## src/rtl/core/bcs_pkg.sv

```systemverilog
`timescale 1ns / 1ps

package bcs_pkg;

  localparam int MAX_BANKS = 8;
  localparam int CNT_W     = $clog2(MAX_BANKS + 1);
  localparam int CMP_W     = (CNT_W > 4) ? CNT_W : 4;

  localparam int CFG_IDX_W = 4;
  localparam int CFG_DAT_W = 16;

  localparam logic [CFG_IDX_W-1:0] REG_MODE     = CFG_IDX_W'(0);
  localparam logic [CFG_IDX_W-1:0] REG_LEDS_EN  = CFG_IDX_W'(1);
  localparam logic [CFG_IDX_W-1:0] REG_BANK_CNT = CFG_IDX_W'(2);
  localparam logic [CFG_IDX_W-1:0] REG_DEBOUNCE = CFG_IDX_W'(3);

  localparam logic [2:0] MODE_SWITCH = 3'd0;
  localparam logic [2:0] MODE_TOGGLE = 3'd1;
  localparam logic [2:0] MODE_PER_BANK = 3'd2;
  localparam logic [2:0] MODE_UP_DOWN = 3'd3;
  localparam logic [2:0] MODE_UP_ONLY = 3'd4;

  typedef struct packed {
    logic [31:0] now_ms;
    logic        level_a;
    logic        level_b;
    logic [7:0]  bank_levels;
  } bcs_in_t;

  typedef struct packed {
    logic [3:0] channel;
    logic       changed;
    logic [7:0] led_pattern;
  } bcs_out_t;

  typedef struct packed {
    logic [2:0]  mode;
    logic        leds_enabled;
    logic [3:0]  bank_count;
    logic [15:0] debounce_ms;
  } bcs_cfg_t;

  typedef struct packed {
    logic [3:0]  current_channel;
    logic        prev_level_a;
    logic        prev_level_b;
    logic [31:0] last_bounce_ms;
  } bcs_state_t;

endpackage

```

## src/rtl/core/bank_channel_selector_top.sv

```systemverilog
`timescale 1ns / 1ps

// Bank channel selector.
// Input channel (in_valid/in_ready/in_data): one beat per sample of the
// active-low button levels and a millisecond timestamp.
// Result channel (out_valid/out_ready/out_data): one beat per input beat,
// carrying the selected channel, a changed flag and the LED pattern.
// Configuration channel (cfg_valid/cfg_ready/cfg_index/cfg_wdata): index 0
// mode, 1 LED enable, 2 bank count, 3 debounce time; cfg_ready is always high.
// Path: an accepted sample is held in the input register, is evaluated
// against the channel state, and its result is loaded into the result
// register once that register is empty or its beat is taken.
// Throughput: one sample per cycle while out_ready is high; the channel
// state update is a single combinational pass between the input and result registers.
// Reset: channel 1, both buttons released, last bounce time zero, registers
// at their defaults; no beats are held.
// Stall: while out_ready is low the result holds, the input register fills
// and in_ready drops until the result is taken.
module bank_channel_selector_top (
  input  logic                           clk,
  input  logic                           rst_n,
  input  logic                           in_valid,
  output logic                           in_ready,
  input  bcs_pkg::bcs_in_t               in_data,
  output logic                           out_valid,
  input  logic                           out_ready,
  output bcs_pkg::bcs_out_t              out_data,
  input  logic                           cfg_valid,
  output logic                           cfg_ready,
  input  logic [bcs_pkg::CFG_IDX_W-1:0]  cfg_index,
  input  logic [bcs_pkg::CFG_DAT_W-1:0]  cfg_wdata
);

  bcs_pkg::bcs_cfg_t   cfg;
  bcs_pkg::bcs_state_t st_r;
  bcs_pkg::bcs_state_t st_nxt;
  bcs_pkg::bcs_in_t    smp_r;
  bcs_pkg::bcs_out_t   res;
  bcs_pkg::bcs_out_t   out_r;
  logic                smp_valid_r;
  logic                out_valid_r;
  logic                adv;

  assign cfg_ready = 1'b1;

  bcs_cfg_regs u_cfg (
    .clk       (clk),
    .rst_n     (rst_n),
    .cfg_valid (cfg_valid),
    .cfg_index (cfg_index),
    .cfg_wdata (cfg_wdata),
    .cfg_o     (cfg)
  );

  bcs_update u_upd (
    .cfg    (cfg),
    .st     (st_r),
    .smp    (smp_r),
    .st_nxt (st_nxt),
    .res    (res)
  );

  assign adv      = smp_valid_r && (!out_valid_r || out_ready);
  assign in_ready = !smp_valid_r || adv;

  always_ff @(posedge clk) begin
    if (!rst_n) begin
      smp_valid_r             <= 1'b0;
      out_valid_r             <= 1'b0;
      st_r.current_channel    <= 4'd1;
      st_r.prev_level_a       <= 1'b1;
      st_r.prev_level_b       <= 1'b1;
      st_r.last_bounce_ms     <= 32'd0;
    end else begin
      if (in_valid && in_ready) begin
        smp_valid_r <= 1'b1;
      end else if (adv) begin
        smp_valid_r <= 1'b0;
      end
      if (adv) begin
        out_valid_r <= 1'b1;
        st_r        <= st_nxt;
      end else if (out_ready) begin
        out_valid_r <= 1'b0;
      end
    end
  end

  always_ff @(posedge clk) begin
    if (in_valid && in_ready) smp_r <= in_data;
    if (adv) out_r <= res;
  end

  assign out_valid = out_valid_r;
  assign out_data  = out_r;

  a_chan_nonzero: assert property (@(posedge clk) disable iff (!rst_n)
    out_valid_r |-> (out_r.channel != 4'd0))
    else $error("result channel is zero");

  a_state_follows: assert property (@(posedge clk) disable iff (!rst_n)
    adv |=> (st_r.current_channel == out_r.channel))
    else $error("channel state and result disagree");

  a_led_onehot: assert property (@(posedge clk) disable iff (!rst_n)
    out_valid_r |-> $onehot0(out_r.led_pattern))
    else $error("LED pattern not one-hot");

  a_stall_full: assert property (@(posedge clk) disable iff (!rst_n)
    !in_ready |-> (smp_valid_r && out_valid_r && !out_ready))
    else $error("input stalled without a full pipeline");

endmodule

```

## src/rtl/core/bcs_cfg_regs.sv

```systemverilog
`timescale 1ns / 1ps

module bcs_cfg_regs (
  input  logic                           clk,
  input  logic                           rst_n,
  input  logic                           cfg_valid,
  input  logic [bcs_pkg::CFG_IDX_W-1:0]  cfg_index,
  input  logic [bcs_pkg::CFG_DAT_W-1:0]  cfg_wdata,
  output bcs_pkg::bcs_cfg_t              cfg_o
);

  bcs_pkg::bcs_cfg_t cfg_r;
  bcs_pkg::bcs_cfg_t cfg_nxt;

  always_comb begin
    cfg_nxt = cfg_r;
    if (cfg_valid) begin
      case (cfg_index)
        bcs_pkg::REG_MODE:     cfg_nxt.mode         = cfg_wdata[2:0];
        bcs_pkg::REG_LEDS_EN:  cfg_nxt.leds_enabled = cfg_wdata[0];
        bcs_pkg::REG_BANK_CNT: cfg_nxt.bank_count   = cfg_wdata[3:0];
        bcs_pkg::REG_DEBOUNCE: cfg_nxt.debounce_ms  = cfg_wdata[15:0];
        default: ;
      endcase
    end
  end

  always_ff @(posedge clk) begin
    if (!rst_n) begin
      cfg_r.mode         <= bcs_pkg::MODE_SWITCH;
      cfg_r.leds_enabled <= 1'b0;
      cfg_r.bank_count   <= 4'd2;
      cfg_r.debounce_ms  <= 16'd25;
    end else begin
      cfg_r <= cfg_nxt;
    end
  end

  assign cfg_o = cfg_r;

endmodule

```

## src/rtl/core/bcs_update.sv

```systemverilog
`timescale 1ns / 1ps

module bcs_update (
  input  bcs_pkg::bcs_cfg_t   cfg,
  input  bcs_pkg::bcs_state_t st,
  input  bcs_pkg::bcs_in_t    smp,
  output bcs_pkg::bcs_state_t st_nxt,
  output bcs_pkg::bcs_out_t   res
);

  logic [bcs_pkg::CMP_W-1:0] n_eff;
  logic [bcs_pkg::CMP_W-1:0] ch_w;
  logic [3:0]  ch;
  logic [3:0]  up_ch;
  logic [3:0]  dn_ch;
  logic [3:0]  scan_ch;
  logic [3:0]  next_ch;
  logic [3:0]  lim;
  logic        found;
  logic        use_a;
  logic        use_b;
  logic        elapsed_ok;
  logic        press_a;
  logic        press_b;
  logic        upd_a;
  logic        upd_b;
  logic [31:0] elapsed;
  logic [7:0]  leds;

  always_comb begin
    if (cfg.bank_count == 4'd0) begin
      n_eff = bcs_pkg::CMP_W'(1);
    end else if (int'(cfg.bank_count) > bcs_pkg::MAX_BANKS) begin
      n_eff = bcs_pkg::CMP_W'(bcs_pkg::MAX_BANKS);
    end else begin
      n_eff = bcs_pkg::CMP_W'(cfg.bank_count);
    end
  end

  assign ch    = st.current_channel;
  assign ch_w  = bcs_pkg::CMP_W'(ch);
  assign up_ch = (ch_w >= n_eff) ? 4'd1 : ch + 4'd1;
  assign dn_ch = (ch <= 4'd1) ? n_eff[3:0] : ch - 4'd1;

  assign use_a = (cfg.mode == bcs_pkg::MODE_TOGGLE) || (cfg.mode == bcs_pkg::MODE_UP_DOWN)
              || (cfg.mode == bcs_pkg::MODE_UP_ONLY);
  assign use_b = (cfg.mode == bcs_pkg::MODE_UP_DOWN);

  assign elapsed    = smp.now_ms - st.last_bounce_ms;
  assign elapsed_ok = elapsed > {16'd0, cfg.debounce_ms};

  // timer restarts on a counted press or on a release
  assign press_a = use_a && st.prev_level_a && !smp.level_a && elapsed_ok;
  assign upd_a   = press_a || (use_a && !st.prev_level_a && smp.level_a);
  // after an update by the up button the elapsed time is zero: no second press
  assign press_b = use_b && st.prev_level_b && !smp.level_b && elapsed_ok && !upd_a;
  assign upd_b   = press_b || (use_b && !st.prev_level_b && smp.level_b);

  always_comb begin
    lim     = (n_eff > bcs_pkg::CMP_W'(8)) ? 4'd8 : n_eff[3:0];
    found   = 1'b0;
    scan_ch = ch;
    for (int i = 0; i < 8; i++) begin
      if (!found && (4'(i) < lim) && !smp.bank_levels[i]) begin
        found   = 1'b1;
        scan_ch = 4'(i + 1);
      end
    end
  end

  always_comb begin
    next_ch = ch;
    case (cfg.mode)
      bcs_pkg::MODE_SWITCH:   next_ch = smp.level_a ? 4'd1 : 4'd2;
      bcs_pkg::MODE_TOGGLE:   if (press_a) next_ch = (ch == 4'd1) ? 4'd2 : 4'd1;
      bcs_pkg::MODE_PER_BANK: next_ch = scan_ch;
      bcs_pkg::MODE_UP_DOWN: begin
        if (press_a) next_ch = up_ch;
        if (press_b) next_ch = dn_ch;
      end
      bcs_pkg::MODE_UP_ONLY:  if (press_a) next_ch = up_ch;
      default: ;
    endcase
  end

  always_comb begin
    leds = 8'd0;
    if (cfg.leds_enabled) begin
      if (cfg.mode inside {bcs_pkg::MODE_SWITCH, bcs_pkg::MODE_TOGGLE}) begin
        leds = (next_ch == 4'd2) ? 8'd1 : 8'd0;
      end else if (cfg.mode inside {[bcs_pkg::MODE_PER_BANK : bcs_pkg::MODE_UP_ONLY]}) begin
        if (next_ch inside {[4'd1 : 4'd8]}) leds = 8'd1 << (next_ch - 4'd1);
      end
    end
  end

  always_comb begin
    st_nxt.current_channel = next_ch;
    st_nxt.prev_level_a    = use_a ? smp.level_a : st.prev_level_a;
    st_nxt.prev_level_b    = use_b ? smp.level_b : st.prev_level_b;
    st_nxt.last_bounce_ms  = (upd_a || upd_b) ? smp.now_ms : st.last_bounce_ms;
  end

  assign res.channel     = next_ch;
  assign res.changed     = (next_ch != ch);
  assign res.led_pattern = leds;

endmodule
```

## config.mk

```make
export PLATFORM = sky130hd
export DESIGN_NAME = bank_channel_selector_top
export DESIGN_NICKNAME = d
export VERILOG_FILES = /design/src/rtl/core/bcs_pkg.sv /design/src/rtl/core/bank_channel_selector_top.sv /design/src/rtl/core/bcs_cfg_regs.sv /design/src/rtl/core/bcs_update.sv
export SDC_FILE = /design/constraint.sdc
export NUM_CORES = 1
export LEC_CHECK = 0
export BUFFER_PORTS_ARGS = -buffer_cell sky130_fd_sc_hd__buf_2
export CORE_MARGIN = 5
export CORE_UTILIZATION = 64
export CTS_BUF_LIST = sky130_fd_sc_hd__clkbuf_8 sky130_fd_sc_hd__clkbuf_16
export CTS_CLUSTER_SIZE = 25
export DETAILED_ROUTE_END_ITERATION = 8
export GPL_TIMING_DRIVEN = 0
export HOLD_SLACK_MARGIN = 0.15
export PLACE_DENSITY = 0.95
export SYNTH_ARGS = -nofsm -noshare
export SYNTH_HDL_FRONTEND = slang
export SYNTH_HIERARCHICAL = 1
export SYNTH_SLANG_ARGS = --single-unit
export TNS_END_PERCENT = 20
```

## constraint.sdc

```tcl
create_clock -name clk -period 8.8 [get_ports clk]
set_input_delay 0.44 -clock clk [delete_from_list [all_inputs] [get_ports clk]]
set_output_delay 0.44 -clock clk [all_outputs]
set_load 0.01 [all_outputs]
```

After elaboration in Yosys (flattened, before gate mapping):

Cells that the tools add are included.

* register bits after elaboration: 119
* latch bits: 0
* bits in writable memories: 0
* bits in read-only memories: 0
* bits of input ports: 67
* memories kept: 0

* add/subtract/negate cells: 4
* $mul: 0
* div/mod/pow operators: 0
* order comparisons: 17
* eq/ne operators: 10
* shift operators: 1
* mux-type cells: 34
* bitwise operators: 0
* reductions and logical operators: 72

Operator list (count)
* $mux 4: 16
* $gt 32x16->1: 1
* $sub 32x32->32: 1
* $logic_and 1x1->1: 30
* $mux 8: 3
* $logic_not 1->1: 22
* $pmux 4 s5: 1
* $lt 3x4->1 const A: 4
* $reduce_and 2->1: 7
* $eq 4x2->1 const B: 3
* $mux 1: 12
* $eq 4x1->1 const B: 2
* $gt 4x4->1 const B: 2
* $logic_not 4->1: 2
* $lt 1x4->1 const A: 2
* $lt 2x4->1 const A: 2
* $shl 1x4->8 const A: 1
* $sub 4x1->4 const B: 2
* $logic_or 1x1->1: 7
* $eq 3x2->1 const B: 2
* $reduce_bool 2->1: 3
* $add 4x1->4 const B: 1
* $ge 4x1->1 const B: 1
* $ge 4x4->1: 1
* other kinds (9): 10

Longest topological paths before layout:

Gate-level depths: netlist (run 1).

* depth in word-level cells: 42
* mapped depth: 27
* gate-level depth less buffers: 26

By module:

Netlist (run 1), hierarchy kept.

Modules (own cells, without submodules)
* bcs_update: instances 1, cells each 654, area each 4078.9 um^2, seq. area each 0.0 um^2
* bank_channel_selector_top: instances 1, cells each 231, area each 3304.4 um^2, seq. area each 2452.4 um^2
* bcs_cfg_regs: instances 1, cells each 102, area each 977.2 um^2, seq. area each 480.5 um^2

Least setup slack after synthesis (run 1):

OpenSTA, ideal clock, no wires.

* path type: reg2reg
* from: register smp_r[10] in the netlist's numbering
* to: register out_r (netlist bit out_data[8]) (data pin)
* arrival time: 5.183 ns
* setup slack: 3.341 ns
* stages on the path, launching flop included: 26
* buffers on the path: 1
* cells stage by stage: edfxtp_1 -> inv_1 -> ha_1 -> inv_1 -> fa_1 -> a211oi_1 -> o21ai_1 -> a31oi_1 -> o21bai_1 -> a21oi_1 -> xnor2_1 -> ha_1 -> nand4_1 -> nor3_1 -> a21boi_0 -> or4_1 -> a211oi_1 -> nor4bb_1 -> nand4_1 -> nor4_4 -> buf_2 -> o21ai_0 -> o41ai_1 -> a221oi_4 -> a2111oi_2 -> o211ai_1

RTL lines
* start: declaration: line bank_channel_selector_top.sv:37 `bcs_pkg::bcs_in_t smp_r;`
* start signal: assignment: line bank_channel_selector_top.sv:90 `if (in_valid && in_ready) smp_r <= in_data;`
* end signal: assignment: line bank_channel_selector_top.sv:91 `if (adv) out_r <= res;`
* end: declaration: line bank_channel_selector_top.sv:39 `bcs_pkg::bcs_out_t out_r;`

Final worst setup path (run 1):

* from: register smp_r[10] in the netlist's numbering
* to: register st_r[19] in the netlist's numbering

* cells in the longest elaborated chain, start to end: 9

RTL lines
* $sub 32x32->32 *: line bcs_update.sv:49 `assign elapsed = smp.now_ms - st.last_bounce_ms;`
* $gt 32x16->1 *: line bcs_update.sv:50 `assign elapsed_ok = elapsed > {16'd0, cfg.debounce_ms};`
* $logic_and 1x1->1: line bcs_update.sv:53 `assign press_a = use_a && st.prev_level_a && !smp.level_a && elapsed_ok;`
* $logic_or 1x1->1: line bcs_update.sv:54 `assign upd_a = press_a || (use_a && !st.prev_level_a && smp.level_a);`
* $logic_not 1->1: line bcs_update.sv:56 `assign press_b = use_b && st.prev_level_b && !smp.level_b && elapsed_ok && !upd_a;`
* $logic_and 1x1->1: line bcs_update.sv:56
* $logic_or 1x1->1: line bcs_update.sv:57 `assign upd_b = press_b || (use_b && !st.prev_level_b && smp.level_b);`
* $logic_or 1x1->1 *: line bcs_update.sv:101 `st_nxt.last_bounce_ms = (upd_a || upd_b) ? smp.now_ms : st.last_bounce_ms;`
* $reduce_and 2->1 (no line) *
* end signal: assignment: line bank_channel_selector_top.sv:82 `st_r <= st_nxt;`
* end: declaration: line bank_channel_selector_top.sv:35 `bcs_pkg::bcs_state_t st_r;`

Every way passes the cells marked *; elsewhere a longest branch is shown, timed or not.
A chain may end at the register's enable or synchronous reset.

==> out/metrics.cfg, run 1 <==
[run_status]
outcome=finished, final reports clean

[clock_tree]
cts_buffer_depth=2
htreeDepth=4
cts_made_buffers=17
clkTransAtPathRegs_ns=0.06
clk-insertion-delay-late_ns=0.43
cts_resized=0
cts_tree=yes
post_cts_buffers=0
clock-sinks=119
cts_hold_buf=0
cts_root_buf=clkbuf_16

[global_routing]
grtUsageTotal_pct=27.2
grt_remaining_overflow=0
grt_pass1_vias=7452
grt_max_degree=32
antenna_found_initial=0
grt_pass1_wl_microns=35100

[synth]
syn_inst=987
synth_cell_types=84
synth_area_per_cell_sq_um=8.47
synth_area_sq_mm=0.00836
synth_seq_area_share_pct=35.1
synth_edf_count=55
synth_top_flop_cell=dfxtp_1
syn_nets=1109
yosys_warnings=6
synth_seq_cells=119
postSynth.asyncResetShare_pct=0

[power_and_ir_drop]
p_clk_share_pct=44.9
seq_power_share_pct=40.2
p_per_area_mw_per_mm2=158
p_leak_nw=3.65
ir_worst_vdd_mv=0.232
combinationalPowerShare_pct=14.9
power_switching_share_pct=26.6
p_switching_uw=403
power.internal_mw=1.11

[floorplanning]
die-area_sq_mm=0.0154
rows=41
die_width_microns=124
die_h_microns=124
start_util_pct=65.7
io_pins=83
coreArea_sq_mm=0.0127

[timing]
timing.final.crit_share_pct=78.1
hold_viol=0
slew_headroom_pct=18.6
setup_viol_count_final=0
tightest_slew_ns=1.22
slew_viol_final=0
post-route-min-period_ns=6.87
max_freq_ghz=0.145
final.setup_skew_ns=0.00688
rsz0062_at_grt=false
final.setup.tns_ns=0

[finish]
fillers=916
drive_gt1_share_pct=14.8
final_util_pct=75.4
layout.nets=1209
diodes=0
syn_to_final_growth_pct=14.7

[detailed_routing]
ant_nets=0
drt-total-wl_microns=21200
wire_per_inst_microns=16.7
drc=0
vias=7797
drtIter0Drc=835
via_per_inst=6.13
first_pass_iters=5

[place]
gp_congestion=0.974
io_buffers=80
place_hpwl_microns=15300

[critical_path]
critical_path.endpoint_type=register
worst_r2r_startpoint=smp_r[10]
required_ns=9.14
cp.arrival_ns=7.22
cp_max_fo=10
critPathKind=reg2reg
startpoint=smp_r[10]
worstSetupStartpointType=register

[min_path]
worstHoldStart=in_data[1]
hold_class=in2reg

[run]
maxCapViolCount=0

==> through the flow <==
stage | setup WS (ns) | std cells | cell area (sq um) | hold WS, ns | power (mW)
2_1_floorplan | 3.34 | 987 | 8360 | 0.434 | 0.775
3_3_place_gp | 2.40 | 1239 | 8980 | 0.443 | 0.831
3_5_place_dp | 2.20 | 1240 | 9000 | 0.448 | 0.838
4_1_cts | 2.13 | 1272 | 9590 | 0.173 | 1.52
5_1_grt | 1.63 | 1272 | 9590 | 0.163 | 1.58
6_report | 1.93 | 1272 | 9590 | 0.184 | 1.52
==> final cells by class <==
type	count	area, sq um	share of cell area (%)
multi-input cells	741	4840	50.5
clock inverters	11	97.6	1.02
well taps	172	215	2.24
plain buffers	53	313	3.26
clock buffers	21	492	5.13
inverters	74	278	2.90
repair buffers	81	420	4.39
flip-flops and latches	119	2930	30.6
==> power groups by stage <==
stage          sequential [mW]  clock (mW)  combinational (mW)
6_report                 0.610       0.682               0.226
5_1_grt                  0.612       0.717               0.247
4_1_cts                  0.610       0.687               0.220
3_5_place_dp             0.621           0               0.217
3_3_place_gp             0.621           0               0.210
2_1_floorplan            0.619           0               0.156
==> layer usage <==
layer / vias up / part of all wire (%) / track usage [%]
met5: - / 0 / 0
met3: 70 / 7.8 / 6.60
met4: 0 / 3.4 / 12.1
li1: 3739 / - / -
met2: 383 / 47 / 43.5
met1: 3605 / 42 / 35.0
==> critical path: stages (launching register included) <==
cell and delay, ns:
edfxtp_1 0.38, inv_1 0.08, ha_1 0.16, inv_1 0.06
fa_1 0.42, a211oi_1 0.33, o21ai_1 0.21, a31oi_1 0.28
o21bai_1 0.09, a21oi_1 0.17, xnor2_1 0.19, ha_1 0.32
nand4_1 0.12, nor3_1 0.07, a21boi_0 0.13, or4_1 0.59
a211oi_1 0.31, nor4bb_1 0.28, nand4_1 0.20, nor4_4 0.58
buf_2 0.31, o221ai_1 0.54, clkbuf_1 0.38, o21ai_0 0.27
nand2_1 0.12, mux2i_1 0.17
==> layout by cell type, fill, tap and decap left out, types with 14 or more instances in the layout <==
cell type and count:
buf_2 92, nand2_1 179, clkbuf_1 28, o21ai_0 62, clkbuf_16 18, xnor2_1 14, nand4_1 17, inv_1 74
a21o_1 16, nor3_1 14, nor2_1 55, edfxtp_1 55, ha_1 54, mux2i_1 58, dfxtp_1 64, o211ai_1 16
a21oi_1 70
==> Yosys cell counts (all sizes together) (3+ instances only) <==
cell	count	share of area [%]
edfxtp	55	20
o31ai	7	0.81
o21ai	72	4.3
inv	74	3.3
a31oi	12	0.90
ha	54	8.1
a311oi	3	0.52
buf	24	2.4
a22o	3	0.31
o22ai	3	0.22
dfxtp	64	15
and2	5	0.37
xnor2	14	1.5
nor2	56	2.7
nor3b	3	0.46
o311ai	4	0.42
nor2b	9	0.76
or3	3	0.22
a211oi	11	1.0
o211ai	16	1.4
clkbuf	29	1.3
a221oi	4	0.70
nand2b	11	0.91
a21o	16	1.4
nand3	11	0.66
nand3b	4	0.36
nand2	179	8.0
and3	6	0.45
mux2	3	0.40
mux2i	58	6.9
xor2	12	1.3
nor3	14	0.84
o2111ai	5	0.52
a21oi	71	4.3
nor4	8	0.78
o21bai	4	0.36
o21a	10	0.90
nand4	17	1.3
a21boi	3	0.27
==> cells by family (layout without fill, tap and decap cells) <==
family                     count (synthesis)  in the layout  synth area share [%]
muxes                                     61             61                  7.35
buffers and inverters                    127            240                  7.06
xor gates and xnor gates                  26             26                  2.72
DFF                                      119            119                  35.1
adders and majority gates                 55             55                  8.32
and+or+nand+nor                          336            336                  18.9
AOI/OAI and AO/OA                        262            262                  20.5
other                                      1              1                0.0449
==> final timing paths <==
path | endpoint | slack, ns | cells after the start
max | st_r[19] | 1.93 | 25
min | smp_r[1] | 0.18 | 1
max reg2reg | st_r[19] | 1.93 | 25
min reg2reg | u_cfg/cfg_o[22] | 0.46 | 2
==> state kept, by name, indices dropped and copies added, names as in the netlist <==
| signal | cells |
|---|---|
| smp_r | 42 |
| st_r | 38 |
| smp_valid_r | 1 |
| out_valid | 1 |
| out_data | 13 |
| u_cfg/cfg_o | 24 |
Power figures use the tool's default switching activity.
==> run 2, diff against run 1 <==
CORE_UTILIZATION = 60   (was 64)
PLACE_DENSITY = 0.92   (was 0.95)
clock period = 7.2 ns   (was 8.8 ns; I/O delays follow)
==> run 2 against run 1 <==
Net effect:
- utilization is 2.6 points lower
- final cell count is 3.9% higher
- total power is 25% higher
- worst hold slack better by 0.0013 ns
- cell area is 4.5% higher
- clock skew is 0.0082 ns higher
- largest power group unchanged
- largest cell class unchanged
==> out/metrics.cfg, run 2 (synthesized netlist as in run 1, its figures left out) <==
[timing]
max_freq_ghz=0.147  ; +0.90%
timing.final.crit_share_pct=94.6  ; +17 points
tightest_slew_ns=1.11  ; -0.109 ns
worst_slack_ns=0.387  ; -1.54 ns
final.setup_skew_ns=0.0151  ; +0.00819 ns
rsz0062_at_grt=false
hold_viol=0  ; unchanged
post-route-min-period_ns=6.81  ; -0.0615 ns
slew_viol_final=0  ; unchanged
final.setup.tns_ns=0  ; unchanged
slew_headroom_pct=25.9  ; +7.3 points
setup_viol_count_final=0  ; unchanged

[global_routing]
grt_max_degree=32  ; unchanged
grt_remaining_overflow=0  ; unchanged
grt_pass1_wl_microns=36400  ; +3.5%
grt_pass1_vias=7644  ; +2.6%
grtUsageTotal_pct=27.7  ; +0.46 points
antenna_found_initial=0  ; unchanged

[place]
dp_slack_ns=0.593  ; -1.61 ns
gp_congestion=0.949  ; -2.6%
place_hpwl_microns=15900  ; +3.8%
io_buffers=80  ; unchanged

[critical_path]
critPathKind=reg2reg
cp.arrival_ns=7.17  ; -0.05 ns
slowest_delay_ns=0.63  ; +0.04 ns
required_ns=7.56  ; -1.58 ns
cp_slowest_cell=nor4_4
cp_max_fo=10  ; unchanged
worstSetupStartpointType=register
critical_path.endpoint_type=register
reg2regPathDepth=25  ; unchanged
rrSetupSlack_ns=0.39  ; -1.54 ns

[clock_tree]
post_cts_buffers=0  ; unchanged
cts_buffer_depth=2  ; unchanged
clk-insertion-delay-late_ns=0.43  ; about the same
clkTransAtPathRegs_ns=0.06  ; about the same
htreeDepth=4  ; unchanged
cts_root_buf=clkbuf_16
clock-sinks=119  ; unchanged
cts_made_buffers=17  ; unchanged
cts_tree=yes

[floorplanning]
die_width_microns=128  ; +3.0%
start_util_pct=60.7  ; -5.0 points
io_pins=83  ; unchanged
die-area_sq_mm=0.0164  ; +6.1%
rows=43  ; +4.9%
coreArea_sq_mm=0.0138  ; +8.3%
die_h_microns=128  ; +3.0%

[power_and_ir_drop]
combinationalPowerShare_pct=15.5  ; +0.6 points
power.internal_mw=1.37  ; +23%
p_per_area_mw_per_mm2=189  ; +19%
ir_worst_vdd_mv=0.149  ; -36%
power_mw=1.89  ; +25%
seq_power_share_pct=39.4  ; -0.8 points
p_leak_nw=3.84  ; +5.2%
p_clk_share_pct=45.1  ; +0.2 points
p_switching_uw=520  ; +29%
power_switching_share_pct=27.5  ; +0.95 points

[detailed_routing]
via_per_inst=6.04  ; -1.5%
drtIter0Drc=741  ; -11%
vias=7981  ; +2.4%
wire_per_inst_microns=17.2  ; +3.2%
ant_nets=0  ; unchanged
first_pass_iters=6  ; +1
drc=0  ; unchanged
drt-total-wl_microns=22700  ; +7.2%

[finish]
drive_gt1_share_pct=14.4  ; -0.37 points
final_cell_mix=nand2_1, buf_2, inv_1
top_register=smp_r
largest_reg_flops=42  ; unchanged
layout_commonest_cell=nand2_1
layout.nets=1251  ; +3.5%
diodes=0  ; unchanged
syn_to_final_growth_pct=19.9

[run]
maxCapViolCount=0  ; unchanged

[run_status]
outcome=finished, final reports clean

[min_path]
holdPathStages=3  ; +2
hold_class=in2reg

==> run 2: per-stage QoR <==
step	instances	cell area (sq um)	hold WS [ns]	utilization, %
floorplan	987	8360	0.434	-
global placement	1247	8990	0.442	65.2
detailed placement	1248	9010	0.448	65.4
CTS	1322	10000	0.171	72.8
global route	1322	10000	0.186	72.8
finish	1322	10000	0.186	72.8
==> run 2: timing repair <==
action	in CTS	in global routing
endpoints found under the setup margin	0	0
gates resized for setup	0	0
endpoints found under the hold margin	42	0
hold buffers	42	0
==> run 2: worst paths after layout <==
kind | from | end
worst max-delay path | smp_r[10] | st_r[18]
worst min-delay path | cfg_wdata[8] | u_cfg/cfg_o[8]
worst max register to register | smp_r[10] | st_r[18]
worst min register to register | st_r[14] | st_r[14]
==> run 2: final cells by class <==
| class | instances | area [sq um] |
|---|---|---|
| inverter | 74 | 278 |
| clock inverter | 11 | 80.1 |
| buffer | 53 | 313 |
| multi-input combinational | 741 | 4840 |
| fill | 1035 | 3750 |
| timing repair buffer | 123 | 841 |
| sequential | 119 | 2930 |
| clock buffer | 21 | 514 |
| tap | 180 | 225 |
==> run 2: power by group through the flow <==
| stage | combinational, mW | clock, mW | sequential [mW] |
|---|---|---|---|
| floorplan | 0.190 | 0 | 0.757 |
| global placement | 0.257 | 0 | 0.759 |
| detailed placement | 0.264 | 0 | 0.759 |
| CTS | 0.286 | 0.855 | 0.745 |
| global route | 0.319 | 0.898 | 0.747 |
| finish | 0.292 | 0.854 | 0.746 |
==> run 2: layer usage <==
layer,global-route usage (%),wire length (microns)
met5,0,0
met4,13.2,777
met3,6.04,1580
met2,46.3,11000
met1,33.9,9400
==> run 2: worst max-delay path, delay by kind of cell (launching register included) <==
family / cells / cell delay (ns)
compound gates: 9 / 2.29
buf+inv: 4 / 0.85
simple gates: 7 / 1.94
xor+xnor: 1 / 0.16
fa+ha+maj: 3 / 0.90
flops: 1 / 0.42
mux: 1 / 0.17
==> run 3, diff against run 2 <==
SYNTH_HIERARCHICAL = default   (was 1)
==> run 3 against run 2 <==
Net effect:
- wire length shrank 0.31%
- clock power shrank 6.7%
- synthesized cell count shrank 4.4%
- utilization grew 0.44 points
- count of clock-buffer cells in the layout shrank 4
- via count shrank 0.36%
- final cell count shrank 3.5%
- maximum frequency grew 5.2%
- non-clock buffer count shrank 6
- sequential cell count is the same
- register-to-register slack gained 0.34 ns
- largest cell class unchanged
==> out/metrics.cfg, run 3 <==
[run_status]
outcome=finished, final reports clean

[critical_path]
path_cells=inv_1, ha_1, inv_1, fa_1, a21o_1, a221oi_2, and2b_2, o21a_1, o21ai_0, nand2b_1, a21oi_1, xnor2_1, ha_1, nand4_1, nor2_1, a22oi_1, a31oi_1, or4_1, or4_1, nor4_1, nand4_1, mux2i_1, nand2b_1, nor4b_1
critical_path.endpoint_type=register
worstSetupStartpointType=register
cp_slowest_cell=or4_1
cp.arrival_ns=6.69  ; -0.48 ns
crit_buf_inv=2  ; -2
slowest_delay_ns=0.56  ; -0.07 ns
cp_max_fo=8  ; -2
required_ns=7.42  ; -0.14 ns
critPathTopFamily=simple AND/OR/NAND/NOR gates
critPathKind=reg2reg

[floorplanning]
rows=42  ; -2.3%
io_pins=83  ; unchanged
start_util_pct=60.8  ; +0.12 points
coreArea_sq_mm=0.0131  ; -4.6%
die_width_microns=125  ; -2.1%
die_h_microns=125  ; -2.1%
die-area_sq_mm=0.0157  ; -4.1%

[finish]
final_util_pct=73.2  ; +0.44 points
drive_gt1_share_pct=14.5  ; +0.097 points
top_register=smp_r
final_cell_mix=a21oi_1, buf_2, nand2_1
diodes=0  ; unchanged
layout_commonest_cell=a21oi_1
layout.nets=1209  ; -3.4%
syn_to_final_growth_pct=20.4
largest_reg_flops=42  ; unchanged

[timing]
final.setup_skew_ns=0.00939  ; -0.00569 ns
whs_ns=0.171  ; -0.0146 ns
timing.final.crit_share_pct=90.0  ; -4.7 points
slew_viol_final=0  ; unchanged
hold_viol=0  ; unchanged
rsz0062_at_grt=false
tightest_slew_ns=1.23  ; +0.119 ns
post-route-min-period_ns=6.48  ; -0.336 ns
final.setup.tns_ns=0  ; unchanged
setup_viol_count_final=0  ; unchanged
slew_headroom_pct=17.9  ; -8.0 points
max_freq_ghz=0.154  ; +5.2%

[global_routing]
grt_remaining_overflow=0  ; unchanged
grt_pass1_vias=7472  ; -2.3%
antenna_found_initial=0  ; unchanged
grt_pass1_wl_microns=36400  ; +0.13%
grtUsageTotal_pct=28.5  ; +0.82 points
grt_max_degree=43  ; +34%

[clock_tree]
cts_root_buf=clkbuf_16
htreeDepth=4  ; unchanged
clock-sinks=119  ; unchanged
cts_tree=yes
cts_made_buffers=17  ; unchanged
cts_buffer_depth=2  ; unchanged
clk-insertion-delay-late_ns=0.43  ; about the same
post_cts_buffers=0  ; unchanged
clkTransAtPathRegs_ns=0.06  ; about the same

[synth]
synth_seq_area_share_pct=36.7  ; +1.6 points
synth_largest_area_cell=edfxtp_1
ys_top_cells_by_count=a21oi_1, nand2_1, o21ai_0
synth_top_flop_cell=dfxtp_1
synth_most_common_cell=a21oi_1
yosys_warnings=0  ; -6
postSynth.asyncResetShare_pct=0  ; unchanged
synth_cell_types=87  ; +3.6%
syn_inst=944  ; -4.4%
syn_nets=1066  ; -3.9%
synth_area_per_cell_sq_um=8.46  ; about the same
synth_area_sq_mm=0.00799  ; -4.4%
netlist_top_cells_area=edfxtp_1, dfxtp_1, ha_1
synth_seq_cells=119  ; unchanged
yosysTopAreaCellShare_pct=20.7  ; +0.92 points
synth_edf_count=55  ; unchanged

[detailed_routing]
drtIter0Drc=707  ; -4.6%
vias=7952  ; -0.36%
drt-total-wl_microns=22600  ; -0.31%
first_pass_iters=6  ; unchanged
via_per_inst=6.23  ; +3.2%
wire_per_inst_microns=17.7  ; +3.3%
drc=0  ; unchanged
ant_nets=0  ; unchanged

[place]
place_hpwl_microns=16400  ; +2.8%
gp_congestion=1.04  ; +9.3%
io_buffers=80  ; unchanged

[power_and_ir_drop]
power_mw=1.84  ; -2.6%
ir_worst_vdd_mv=0.275  ; +84%
p_per_area_mw_per_mm2=192  ; +1.5%
p_leak_nw=3.55  ; -7.4%

[run]
maxCapViolCount=0  ; unchanged

[min_path]
hold_class=in2reg

run 3: cell types whose count changed after synthesis, sizes merged, moves of 5 or more:
cell	delta
mux2i	-40
a31oi	-5
inv	-6
a21oi	+45
o211ai	-7
nand2	-92
xor2	-6
and4	+5
o21ai	+9
o21a	+7
a21o	-8
nand3	+37
buf	-5
run 3: layout make-up:
cell class / count / area (sq um)
multi-input combinational: 709 / 4560
clock buffer: 17 / 425
fill: 984 / 3520
clock inverter: 15 / 130
buffer: 46 / 235
timing repair buffer: 124 / 851
tap: 176 / 220
sequential: 119 / 2930
inverter: 70 / 265
run 3: final timing paths:
kind	startpoint	end	slack [ns]	cells past startpoint
worst min register to register	u_cfg.cfg_o[12]	u_cfg.cfg_o[12]	0.47	2
worst max register to register	smp_r[10]	out_data[4]	0.72	24
worst max-delay path	smp_r[10]	out_data[4]	0.72	24
worst min-delay path	cfg_wdata[10]	u_cfg.cfg_o[10]	0.17	3
run 3: worst register-to-register path: cells and delay by family (launching register included):
family | cells | cell delay (ns)
and+or+nand+nor | 10 | 2.60
adders and majority gates | 3 | 0.85
buffers and inverters | 2 | 0.13
AOI/OAI and AO/OA | 7 | 1.52
xor gates and xnor gates | 1 | 0.17
DFF | 1 | 0.43
muxes | 1 | 0.55
run 3: logic make-up (layout without fill, tap and decap cells):
kind of cell / count (synthesis) / in the layout / share of synthesized area [%]
AO/OA/AOI/OAI: 314 / 314 / 24.8
AND/OR/NAND/NOR: 302 / 302 / 19.1
flip-flops: 119 / 119 / 36.7
buffers and inverters: 116 / 272 / 6.26
adder cells (fa/ha/maj): 55 / 55 / 8.71
multiplexers: 20 / 20 / 2.54
XOR/XNOR: 17 / 17 / 1.86
other: 1 / 1 / 0.0469
run 3: timing repair:
item	CTS	global route
hold buffers	43	0
resized for setup	0	0
endpoints found under the hold margin	43	0
run 3: metal layers:
| metal | share of wire [%] | vias to the layer above | global-route usage [%] |
|---|---|---|---|
| met4 | 3.5 | 0 | 12.6 |
| met5 | 0 | - | 0 |
| li1 | - | 3756 | - |
| met1 | 42 | 3737 | 35.9 |
| met3 | 7.9 | 66 | 6.74 |
| met2 | 47 | 393 | 46.8 |
run 3: per-stage QoR:
step                      setup slack, ns  instances  cell area (sq um)
after global placement              0.883       1200               8610
after detailed placement            0.867       1201               8630
after global routing                0.412       1276               9620
after CTS                           0.828       1276               9620
after floorplan                      1.78        944               7990
final                               0.723       1276               9620
run 3: report_power, final:
| part | switching (mW) | total, mW | internal [mW] |
|---|---|---|---|
| sequential | 0.0156 | 0.747 | 0.731 |
| clock | 0.323 | 0.797 | 0.473 |
| combinational | 0.175 | 0.298 | 0.124 |
